### src/rtl/imsu_pkg.sv
// ---------------------------------------------------------------------------
// imsu_pkg
// Shared widths, field positions, codes and types of the spin update unit.
// ---------------------------------------------------------------------------
package imsu_pkg;

  localparam int SIDE_DEFAULT = 8;
  localparam int SITE_W       = 6;
  localparam int FRAC_W       = 16;
  localparam int LIMIT_W      = 16;
  localparam int DE_W         = 5;
  localparam int OFFSET_W     = 10;
  localparam int QUEUE_DEPTH  = 2;

  // Input item layout in s_tdata, lowest bit first.
  localparam int IN_SITE_LSB   = 0;
  localparam int IN_SPIN_BIT   = IN_SITE_LSB + SITE_W;
  localparam int IN_BDOWN_BIT  = IN_SPIN_BIT + 1;
  localparam int IN_BRIGHT_BIT = IN_BDOWN_BIT + 1;
  localparam int IN_FRAC_LSB   = IN_BRIGHT_BIT + 1;
  localparam int IN_BITS       = IN_FRAC_LSB + FRAC_W;
  localparam int S_TDATA_W     = ((IN_BITS + 7) / 8) * 8;

  // Result item layout in m_tdata, lowest bit first.
  localparam int OUT_FLIP_BIT = 0;
  localparam int OUT_DE_LSB   = OUT_FLIP_BIT + 1;
  localparam int OUT_SPIN_BIT = OUT_DE_LSB + DE_W;
  localparam int OUT_OFS_LSB  = OUT_SPIN_BIT + 1;
  localparam int OUT_BITS     = OUT_OFS_LSB + OFFSET_W;
  localparam int M_TDATA_W    = ((OUT_BITS + 7) / 8) * 8;

  // Item kinds carried in s_tuser.
  localparam logic KIND_LOAD    = 1'b0;
  localparam logic KIND_ATTEMPT = 1'b1;

  // Configuration register indexes.
  localparam int   CFG_IDX_W     = 1;
  localparam logic CFG_LIMIT_DE4 = 1'b0;
  localparam logic CFG_LIMIT_DE8 = 1'b1;

  // Energy rise that uses the small threshold.
  localparam logic signed [DE_W-1:0] DE_RISE_SMALL = 5'sd4;

  typedef struct packed {
    logic              attempt;
    logic              in_range;
    logic              spin_up;
    logic              bond_down;
    logic              bond_right;
    logic [FRAC_W-1:0] frac;
  } cmd_t;

  typedef struct packed {
    logic [LIMIT_W-1:0] limit_de4;
    logic [LIMIT_W-1:0] limit_de8;
  } cfg_t;

endpackage

### src/rtl/imsu_queue.sv
// ---------------------------------------------------------------------------
// imsu_queue
// Small first-in first-out buffer between the front and back parts.
// ---------------------------------------------------------------------------
module imsu_queue #(
  parameter int WIDTH = 1,
  parameter int DEPTH = imsu_pkg::QUEUE_DEPTH
) (
  input  logic             clk,
  input  logic             rst,
  input  logic             push_valid,
  output logic             push_ready,
  input  logic [WIDTH-1:0] push_data,
  output logic             pop_valid,
  input  logic             pop_ready,
  output logic [WIDTH-1:0] pop_data
);

  localparam int PTR_W = (DEPTH > 1) ? $clog2(DEPTH) : 1;
  localparam int CNT_W = $clog2(DEPTH + 1);

  logic [WIDTH-1:0] mem [DEPTH];
  logic [PTR_W-1:0] wr_ptr;
  logic [PTR_W-1:0] rd_ptr;
  logic [CNT_W-1:0] count;
  logic             do_push;
  logic             do_pop;

  assign push_ready = (count != CNT_W'(DEPTH));
  assign pop_valid  = (count != '0);
  assign pop_data   = mem[rd_ptr];
  assign do_push    = push_valid && push_ready;
  assign do_pop     = pop_valid && pop_ready;

  always_ff @(posedge clk) begin
    if (do_push) begin
      mem[wr_ptr] <= push_data;
    end
  end

  always_ff @(posedge clk) begin
    if (rst) begin
      wr_ptr <= '0;
      rd_ptr <= '0;
      count  <= '0;
    end else begin
      if (do_push) begin
        wr_ptr <= (wr_ptr == PTR_W'(DEPTH - 1)) ? '0 : wr_ptr + PTR_W'(1);
      end
      if (do_pop) begin
        rd_ptr <= (rd_ptr == PTR_W'(DEPTH - 1)) ? '0 : rd_ptr + PTR_W'(1);
      end
      if (do_push && !do_pop) begin
        count <= count + CNT_W'(1);
      end else if (do_pop && !do_push) begin
        count <= count - CNT_W'(1);
      end
    end
  end

endmodule

### src/rtl/imsu_front.sv
// ---------------------------------------------------------------------------
// imsu_front
// Takes input items, classifies them and splits the site into row and column.
// ---------------------------------------------------------------------------
module imsu_front #(
  parameter int SIDE = imsu_pkg::SIDE_DEFAULT
) (
  input  logic                           s_tvalid,
  output logic                           s_tready,
  input  logic [imsu_pkg::S_TDATA_W-1:0] s_tdata,
  input  logic                           s_tuser,
  output logic                           push_valid,
  input  logic                           push_ready,
  output imsu_pkg::cmd_t                 push_cmd,
  output logic [$clog2(SIDE)-1:0]        push_row,
  output logic [$clog2(SIDE)-1:0]        push_col
);
  import imsu_pkg::*;

  localparam int IDX_W       = $clog2(SIDE);
  localparam int SITES       = SIDE * SIDE;
  localparam int RECIP_SHIFT = 2 * SITE_W;
  localparam int RECIP       = ((1 << RECIP_SHIFT) + SIDE - 1) / SIDE;
  localparam int PROD_W      = SITE_W + RECIP_SHIFT;

  logic [SITE_W-1:0] site;
  logic [PROD_W-1:0] prod;
  logic [PROD_W-1:0] row_full;
  logic [PROD_W-1:0] row_base;
  logic [SITE_W-1:0] col_full;

  assign site = s_tdata[IN_SITE_LSB +: SITE_W];

  // Row is site divided by SIDE through a scaled reciprocal; the error term
  // stays below one part in SIDE for six-bit sites, so the floor is exact.
  always_comb begin
    prod     = PROD_W'(site) * PROD_W'(RECIP);
    row_full = prod >> RECIP_SHIFT;
    row_base = row_full * PROD_W'(SIDE);
    col_full = site - row_base[SITE_W-1:0];
  end

  assign s_tready   = push_ready;
  assign push_valid = s_tvalid;
  assign push_row   = row_full[IDX_W-1:0];
  assign push_col   = col_full[IDX_W-1:0];

  always_comb begin
    push_cmd.attempt    = (s_tuser == KIND_ATTEMPT);
    push_cmd.in_range   = (32'(site) < 32'(SITES));
    push_cmd.spin_up    = s_tdata[IN_SPIN_BIT];
    push_cmd.bond_down  = s_tdata[IN_BDOWN_BIT];
    push_cmd.bond_right = s_tdata[IN_BRIGHT_BIT];
    push_cmd.frac       = s_tdata[IN_FRAC_LSB +: FRAC_W];
  end

endmodule

### src/rtl/imsu_back.sv
// ---------------------------------------------------------------------------
// imsu_back
// Lattice memories, neighbor read sequencer, Metropolis decision and result.
// ---------------------------------------------------------------------------
module imsu_back #(
  parameter int SIDE = imsu_pkg::SIDE_DEFAULT
) (
  input  logic                           clk,
  input  logic                           rst,
  input  imsu_pkg::cfg_t                 cfg,
  input  logic                           pop_valid,
  output logic                           pop_ready,
  input  imsu_pkg::cmd_t                 pop_cmd,
  input  logic [$clog2(SIDE)-1:0]        pop_row,
  input  logic [$clog2(SIDE)-1:0]        pop_col,
  output logic                           m_tvalid,
  input  logic                           m_tready,
  output logic [imsu_pkg::M_TDATA_W-1:0] m_tdata
);
  import imsu_pkg::*;

  localparam int IDX_W = $clog2(SIDE);

  localparam logic [2:0] ST_IDLE   = 3'd0;
  localparam logic [2:0] ST_RD_UP  = 3'd1;
  localparam logic [2:0] ST_RD_DN  = 3'd2;
  localparam logic [2:0] ST_EVAL   = 3'd3;
  localparam logic [2:0] ST_FINISH = 3'd4;

  // One word per lattice row for spins, down bonds and right bonds.
  logic [SIDE-1:0] spin_mem  [SIDE];
  logic [SIDE-1:0] down_mem  [SIDE];
  logic [SIDE-1:0] right_mem [SIDE];
  logic [SIDE-1:0] rd_spin;
  logic [SIDE-1:0] rd_down;
  logic [SIDE-1:0] rd_right;

  logic [2:0]       state;
  logic [2:0]       state_next;
  cmd_t             cmd;
  logic [IDX_W-1:0] row;
  logic [IDX_W-1:0] col;
  logic [IDX_W-1:0] up;
  logic [IDX_W-1:0] dn;
  logic [IDX_W-1:0] lf;
  logic [IDX_W-1:0] rt;
  logic [IDX_W-1:0] rd_addr;

  logic s_c, d_own, r_own, r_lf, s_lf, s_rt, b_up, s_up;
  logic t_up, t_dn, t_lf, t_rt;
  logic [2:0] ones;
  logic signed [DE_W-1:0] de;
  logic signed [DE_W-1:0] de_next;

  logic                commit;
  logic                is_flip;
  logic                above_limit;
  logic                spin_after;
  logic [OFFSET_W-1:0] energy_sum;
  logic [OFFSET_W-1:0] energy_sum_next;
  logic                out_valid;

  assign up = (row == '0) ? IDX_W'(SIDE - 1) : row - IDX_W'(1);
  assign dn = (row == IDX_W'(SIDE - 1)) ? '0 : row + IDX_W'(1);
  assign lf = (col == '0) ? IDX_W'(SIDE - 1) : col - IDX_W'(1);
  assign rt = (col == IDX_W'(SIDE - 1)) ? '0 : col + IDX_W'(1);

  assign pop_ready = (state == ST_IDLE);
  assign commit    = (state == ST_FINISH) && (!out_valid || m_tready);

  always_comb begin
    case (state)
      ST_IDLE:  rd_addr = pop_row;
      ST_RD_UP: rd_addr = up;
      ST_RD_DN: rd_addr = dn;
      default:  rd_addr = row;
    endcase
  end

  // Lattice memory: one registered row read and one site write per cycle.
  always_ff @(posedge clk) begin
    rd_spin  <= spin_mem[rd_addr];
    rd_down  <= down_mem[rd_addr];
    rd_right <= right_mem[rd_addr];
    if (commit && cmd.in_range) begin
      if (!cmd.attempt) begin
        spin_mem[row][col]  <= cmd.spin_up;
        down_mem[row][col]  <= cmd.bond_down;
        right_mem[row][col] <= cmd.bond_right;
      end else if (is_flip) begin
        spin_mem[row][col] <= ~s_c;
      end
    end
  end

  // Each term is +1 when the xor of bond, spin and neighbor is set, so
  // dE = 8 - 4 * (number of set terms).
  always_comb begin
    t_up    = b_up ^ s_c ^ s_up;
    t_dn    = d_own ^ s_c ^ rd_spin[col];
    t_lf    = r_lf ^ s_c ^ s_lf;
    t_rt    = r_own ^ s_c ^ s_rt;
    ones    = 3'(t_up) + 3'(t_dn) + 3'(t_lf) + 3'(t_rt);
    de_next = DE_W'(8) - DE_W'({ones, 2'b00});
  end

  always_comb begin
    if (de == DE_RISE_SMALL) begin
      above_limit = (cmd.frac > cfg.limit_de4);
    end else begin
      above_limit = (cmd.frac > cfg.limit_de8);
    end
    is_flip = cmd.attempt && cmd.in_range && (de <= 0 || !above_limit);
    if (!cmd.in_range) begin
      spin_after = 1'b0;
    end else if (!cmd.attempt) begin
      spin_after = cmd.spin_up;
    end else begin
      spin_after = s_c ^ is_flip;
    end
    energy_sum_next = energy_sum;
    if (is_flip) begin
      energy_sum_next = energy_sum + {{(OFFSET_W - DE_W){de[DE_W-1]}}, de};
    end
  end

  always_comb begin
    state_next = state;
    case (state)
      ST_IDLE: begin
        if (pop_valid) begin
          state_next = (pop_cmd.attempt && pop_cmd.in_range) ? ST_RD_UP : ST_FINISH;
        end
      end
      ST_RD_UP:  state_next = ST_RD_DN;
      ST_RD_DN:  state_next = ST_EVAL;
      ST_EVAL:   state_next = ST_FINISH;
      ST_FINISH: state_next = commit ? ST_IDLE : ST_FINISH;
      default:   state_next = ST_IDLE;
    endcase
  end

  always_ff @(posedge clk) begin
    case (state)
      ST_IDLE: begin
        if (pop_valid) begin
          cmd <= pop_cmd;
          row <= pop_row;
          col <= pop_col;
          de  <= '0;
        end
      end
      ST_RD_UP: begin
        s_c   <= rd_spin[col];
        d_own <= rd_down[col];
        r_own <= rd_right[col];
        r_lf  <= rd_right[lf];
        s_lf  <= rd_spin[lf];
        s_rt  <= rd_spin[rt];
      end
      ST_RD_DN: begin
        b_up <= rd_down[col];
        s_up <= rd_spin[col];
      end
      ST_EVAL: begin
        de <= de_next;
      end
      default: begin
      end
    endcase
    if (commit) begin
      m_tdata <= M_TDATA_W'({energy_sum_next, spin_after, de, is_flip});
    end
  end

  always_ff @(posedge clk) begin
    if (rst) begin
      state      <= ST_IDLE;
      out_valid  <= 1'b0;
      energy_sum <= '0;
    end else begin
      state <= state_next;
      if (commit) begin
        out_valid  <= 1'b1;
        energy_sum <= energy_sum_next;
      end else if (m_tready) begin
        out_valid <= 1'b0;
      end
    end
  end

  assign m_tvalid = out_valid;

endmodule

### src/rtl/ising_metropolis_spin_update_unit.sv
// ---------------------------------------------------------------------------
// ising_metropolis_spin_update_unit
// Metropolis single-spin update for a two-dimensional Ising spin glass.
// ---------------------------------------------------------------------------
//
//  Channel   Direction  Handshake          Contents
//  s_*       in         s_tvalid/s_tready  load or flip attempt item
//  m_*       out        m_tvalid/m_tready  one result item per input item
//  cfg_*     in         cfg_we             acceptance thresholds
//
// Attempts on in-range sites pass up-read, down-read and evaluate states, which
// loads skip; the lattice is held as row words in single-read-port memories, and
// an attempt reads its own row, the row above and the row below, one row per cycle.
// The front end accepts an item in any cycle where its two-entry queue has
// room, so items are taken while a finished result waits on m_tready.
// Synchronous rst clears the queue, the sequencer, the output valid flag, the
// energy offset and both thresholds; the lattice memories are not cleared and
// every site must be loaded before an attempt reads it.
// A stalled m_tready holds the result; the back end then waits and the queue
// fills until s_tready drops.
//
module ising_metropolis_spin_update_unit #(
  parameter int SIDE = imsu_pkg::SIDE_DEFAULT
) (
  input  logic                            clk,
  input  logic                            rst,
  // Configuration writes.
  input  logic                            cfg_we,
  input  logic [imsu_pkg::CFG_IDX_W-1:0]  cfg_index,
  input  logic [imsu_pkg::LIMIT_W-1:0]    cfg_data,
  // Input items.
  input  logic                            s_tvalid,
  output logic                            s_tready,
  // site[5:0], spin_up[6], bond_down_pos[7], bond_right_pos[8],
  // random_fraction[24:9], zero fill above.
  input  logic [imsu_pkg::S_TDATA_W-1:0]  s_tdata,
  // kind: 0 load, 1 attempt.
  input  logic                            s_tuser,
  // Result items.
  output logic                            m_tvalid,
  input  logic                            m_tready,
  // flipped[0], energy_change[5:1], spin_after[6], energy_offset[16:7],
  // zero fill above.
  output logic [imsu_pkg::M_TDATA_W-1:0]  m_tdata
);
  import imsu_pkg::*;

  localparam int IDX_W = $clog2(SIDE);
  localparam int Q_W   = $bits(cmd_t) + 2 * IDX_W;

  cfg_t             cfg;
  logic             push_valid;
  logic             push_ready;
  cmd_t             push_cmd;
  logic [IDX_W-1:0] push_row;
  logic [IDX_W-1:0] push_col;
  logic             pop_valid;
  logic             pop_ready;
  logic [Q_W-1:0]   pop_data;
  cmd_t             pop_cmd;
  logic [IDX_W-1:0] pop_row;
  logic [IDX_W-1:0] pop_col;

  // Threshold registers, to be written by the user only while the unit is idle; the block has no check for it.
  always_ff @(posedge clk) begin
    if (rst) begin
      cfg <= '0;
    end else if (cfg_we) begin
      case (cfg_index)
        CFG_LIMIT_DE4: cfg.limit_de4 <= cfg_data;
        CFG_LIMIT_DE8: cfg.limit_de8 <= cfg_data;
        default: begin
        end
      endcase
    end
  end

  // The front end decodes the item and works out the lattice row and column.
  imsu_front #(.SIDE(SIDE)) u_front (
    .s_tvalid   (s_tvalid),
    .s_tready   (s_tready),
    .s_tdata    (s_tdata),
    .s_tuser    (s_tuser),
    .push_valid (push_valid),
    .push_ready (push_ready),
    .push_cmd   (push_cmd),
    .push_row   (push_row),
    .push_col   (push_col)
  );

  // The queue lets the front keep taking items while the back end reads.
  imsu_queue #(.WIDTH(Q_W), .DEPTH(QUEUE_DEPTH)) u_queue (
    .clk        (clk),
    .rst        (rst),
    .push_valid (push_valid),
    .push_ready (push_ready),
    .push_data  ({push_cmd, push_row, push_col}),
    .pop_valid  (pop_valid),
    .pop_ready  (pop_ready),
    .pop_data   (pop_data)
  );

  assign pop_cmd = pop_data[Q_W-1 -: $bits(cmd_t)];
  assign pop_row = pop_data[2*IDX_W-1 -: IDX_W];
  assign pop_col = pop_data[IDX_W-1:0];

  // The back end reads the neighbors, decides the flip and holds the result.
  imsu_back #(.SIDE(SIDE)) u_back (
    .clk       (clk),
    .rst       (rst),
    .cfg       (cfg),
    .pop_valid (pop_valid),
    .pop_ready (pop_ready),
    .pop_cmd   (pop_cmd),
    .pop_row   (pop_row),
    .pop_col   (pop_col),
    .m_tvalid  (m_tvalid),
    .m_tready  (m_tready),
    .m_tdata   (m_tdata)
  );

endmodule

### config.mk
export PLATFORM = sky130hd
export DESIGN_NAME = ising_metropolis_spin_update_unit
export DESIGN_NICKNAME = d
export VERILOG_FILES = /design/src/rtl/imsu_pkg.sv /design/src/rtl/imsu_queue.sv /design/src/rtl/imsu_front.sv /design/src/rtl/imsu_back.sv /design/src/rtl/ising_metropolis_spin_update_unit.sv
export SDC_FILE = /design/constraint.sdc
export NUM_CORES = 1
export LEC_CHECK = 0
export BUFFER_PORTS_ARGS = -buffer_cell sky130_fd_sc_hd__buf_2
export CAP_MARGIN = 5
export CORE_UTILIZATION = 45
export CTS_BUF_LIST = sky130_fd_sc_hd__clkbuf_8
export CTS_CLUSTER_SIZE = 24
export DETAILED_ROUTE_END_ITERATION = 16
export GPL_TIMING_DRIVEN = 0
export PLACE_DENSITY = 0.69
export SETUP_SLACK_MARGIN = 0.2
export SYNTH_ARGS = -nofsm -noshare
export SYNTH_HDL_FRONTEND = slang
export SYNTH_SLANG_ARGS = --single-unit
### constraint.sdc
create_clock -name clk -period 4.1 [get_ports clk]
set_input_delay 0.41 -clock clk [delete_from_list [all_inputs] [get_ports clk]]
set_output_delay 0.41 -clock clk [all_outputs]
set_load 0.005 [all_outputs]
==> results_dict.tcl <==
set metrics [dict create \
    status "finished, final reports clean" \
    routedWlPerCell_um 18.8 \
    p_sw_share_pct 33.5 \
    slowest_stage "nor3_1" \
    wl_met1_mm 14.2 \
    clkPwrFrac_pct 24.0 \
    rsz0062_at_grt "no" \
    drt-vias-per-instance 5.37 \
    clock_latency_ns 0.61 \
    place_ws_ns 0.386 \
    dr_wl_met3_mm 2.04 \
    antenna_found_initial 0 \
    grt_pass1_vias 9630 \
    highest_layer "met4" \
    cts_buffer_depth 3 \
    die_area_mm2 0.0355 \
    synth_edf_count 294 \
    syn_inst 1118 \
    min_path_type "primary input to register" \
    crit_fanout 10 \
    io_buffers 61 \
    gp_congestion 0.858 \
    ys_ff_latch 367 \
    cts_tree "yes" \
    setup_slack_ns 0.421 \
    synthDistinctLibCells 52 \
    finalNonFillerCells 1774 \
    syn2layout_area_growth_pct 15.9 \
    async_reset_ff_share_pct 0 \
    synth_area_mm2 0.0157 \
    period_share_pct 89.7 \
    finalSetupViolCount 0 \
    p_int_uw 8640 \
    nFillCells 2797 \
    clockRootBuffer "clkbuf_8" \
    path_cells "clkbuf_1 > nor3_1 > a22o_1 > a221oi_1 > nand3_1 > xnor2_1 > ha_1 > inv_1 > fa_1 > fa_1 > inv_1 > nor2_1" \
    hold_viol_final 0 \
    cap_viol_max_count 0 \
    path_buf_inv 3 \
    drtIter0Drc 623 \
    ys_warn_count 0 \
    drcViolationCount 0 \
    cts_sinks 367 \
    start_util_pct 46.2 \
    finish.utilization_pct 53.6 \
    core-area_mm2 0.0339 \
    fin_skew_ns 0.0194 \
    crit_family "adder cells" \
    antenna_left 0 \
    die_h_um 189 \
    multi_input_area_mm2 0.00493 \
    combPwrFrac_pct 35.8 \
    overflow 0 \
    dr.pass1.iters 6 \
    critical_path.endpoint_type "register" \
    regArea_mm2 0.0103 \
    power.switching_uw 4350 \
    required_ns 4.46 \
    syn_avg_cell_area_um2 14.0 \
    htree_levels 2 \
    totalWireLength_mm 33.4 \
    ios 81 \
    vdd_drop_max_uv 303 \
    placementRows 67 \
    power_uw 13000 \
    yosysSeqAreaShare_pct 65.7 \
    final_cell_mix "294 x edfxtp_1, 162 x nor2_1, 96 x nand2_1" \
    clk_pin_slew_ns 0.06 \
    nets 1386 \
    max_stage_delay_ns 0.71 \
    slew_viol_final 0 \
    power_density_mw_per_mm2 716 \
    dp_hpwl_mm 22.3 \
    critPathArrivalTime_ns 4.03 \
    place_inst 1642 \
    setup_tns_ns 0 \
    drive_gt1_share_pct 21.4 \
    wl_met2_mm 16.4 \
    max-slew-margin-rel_pct 15.6 \
    die_x_um 189 \
    diodes 0 \
    cts_made_buffers 57 \
    grt_max_degree 28 \
    tightest_slew_ns 1.27 \
    post-cts-setup-buffer-count 0 \
    synth_flop_cell "edfxtp_1" \
    track_usage_pct 19.2 \
    pwr-share-seq_pct 40.2 \
    min_period_ns 3.68 \
    grt_pass1_wl_mm 52.6 \
    leakagePower_uw 0.00634 \
    dr_total_vias 9524 \
    startpoint_type "register" \
    max_freq_mhz 272 \
    layout_commonest_cell "edfxtp_1" \
    worst-setup-path-type "register to register" \
    r2r_slack_ns 0.42 \
]
-- logic make-up (layout without fill, tap and decap cells) --
family                     Yosys count  after routing  share of synthesized area (%)
other                                1             11                         0.0239
DFF                                367            367                           65.7
AOI/OAI and AO/OA                  119            119                           4.64
muxes                              128            128                           12.6
adders and majority gates           52             52                           4.30
buffers and inverters              111            309                           3.09
xor gates and xnor gates            20             20                           1.12
and+or+nand+nor                    320            320                           8.47
-- worst paths after layout --
check	startpoint	endpoint	cells past startpoint
max	u_back.col[2]	u_back.de[3]	12
min	cfg_data[6]	cfg[22]	3
max reg2reg	u_back.col[2]	u_back.de[3]	12
min reg2reg	cfg[11]	cfg[11]	2
-- flip-flops by register name, indices dropped and copies added (netlist names), 2 cells and up, named ones only --
| signal | count |
|---|---|
| u_back.right_mem | 64 |
| u_back.energy_sum | 8 |
| u_back.m_tdata | 13 |
| u_back.col | 3 |
| u_back.spin_mem | 64 |
| u_back.state | 3 |
| u_back.rd_right | 8 |
| u_back.cmd | 20 |
| cfg | 32 |
| u_back.row | 3 |
| u_queue.mem | 52 |
| u_back.de | 3 |
| u_queue.count | 2 |
| u_back.down_mem | 64 |
| u_back.rd_down | 8 |
| u_back.rd_spin | 8 |
-- power by group through the flow --
| stage | clock network [uW] | registers, uW | logic [uW] |
|---|---|---|---|
| 2_1_floorplan | 0 | 5200 | 3230 |
| 3_3_place_gp | 0 | 5390 | 4300 |
| 3_5_place_dp | 0 | 5290 | 4640 |
| 4_1_cts | 3190 | 5220 | 4690 |
| 5_1_grt | 3350 | 5270 | 5090 |
| 6_report | 3120 | 5220 | 4650 |
-- tightest hold or removal path, delay by kind of cell --
| family | cells | cell delay, ns |
|---|---|---|
| buffers and inverters | 1 | 0.10 |
| AO/OA/AOI/OAI | 1 | 0.05 |
| AND/OR/NAND/NOR | 1 | 0.05 |
-- cell type report --
type	instances	area share, %
Clock inverter	38	1.33
Multi-Input combinational cell	650	27.2
Buffer	61	1.63
Tap cell	448	3.09
Timing Repair Buffer	92	3.88
Clock buffer	68	5.16
Sequential cell	367	56.7
Inverter	50	1.03
-- stage by stage --
stage | cell area [um^2] | hold WS (ns)
finish | 18100 | 0.0538
global route | 18100 | 0.0190
CTS | 18100 | 0.0112
detailed placement | 16700 | 0.449
global placement | 16600 | 0.444
floorplan | 15700 | 0.436
-- cell usage after synthesis, types with 6 or more instances --
library cell | number | area (um^2)
o21ai_0 | 8 | 40.0
clkbuf_1 | 33 | 124
buf_2 | 6 | 30.0
mux2_2 | 59 | 664
a21oi_1 | 63 | 315
buf_4 | 16 | 120
xnor2_1 | 14 | 123
o21ai_1 | 6 | 30.0
nor3_1 | 14 | 70.1
nor2_1 | 164 | 616
buf_1 | 6 | 22.5
inv_1 | 50 | 188
a22oi_1 | 8 | 60.1
mux4_2 | 50 | 1130
mux2i_1 | 19 | 190
nand3_1 | 16 | 80.1
edfxtp_1 | 294 | 8830
dfxtp_1 | 73 | 1460
nand2_1 | 96 | 360
xor2_1 | 6 | 52.6
ha_1 | 49 | 613
-- what timing repair did --
item | CTS | global route
hold buffers | 26 | 0
endpoints found under the setup margin | 0 | 64
gates resized for setup | 0 | 1
hold endpoints to repair | 52 | 0
-- metal layers --
metal  vias up  GRT usage (%)
met3        63           3.33
met5         -              0
met1      4721           25.2
met4         0           6.58
met2       310           32.3
li1       4430              -
No activity file was read; power rests on OpenSTA's default activity.
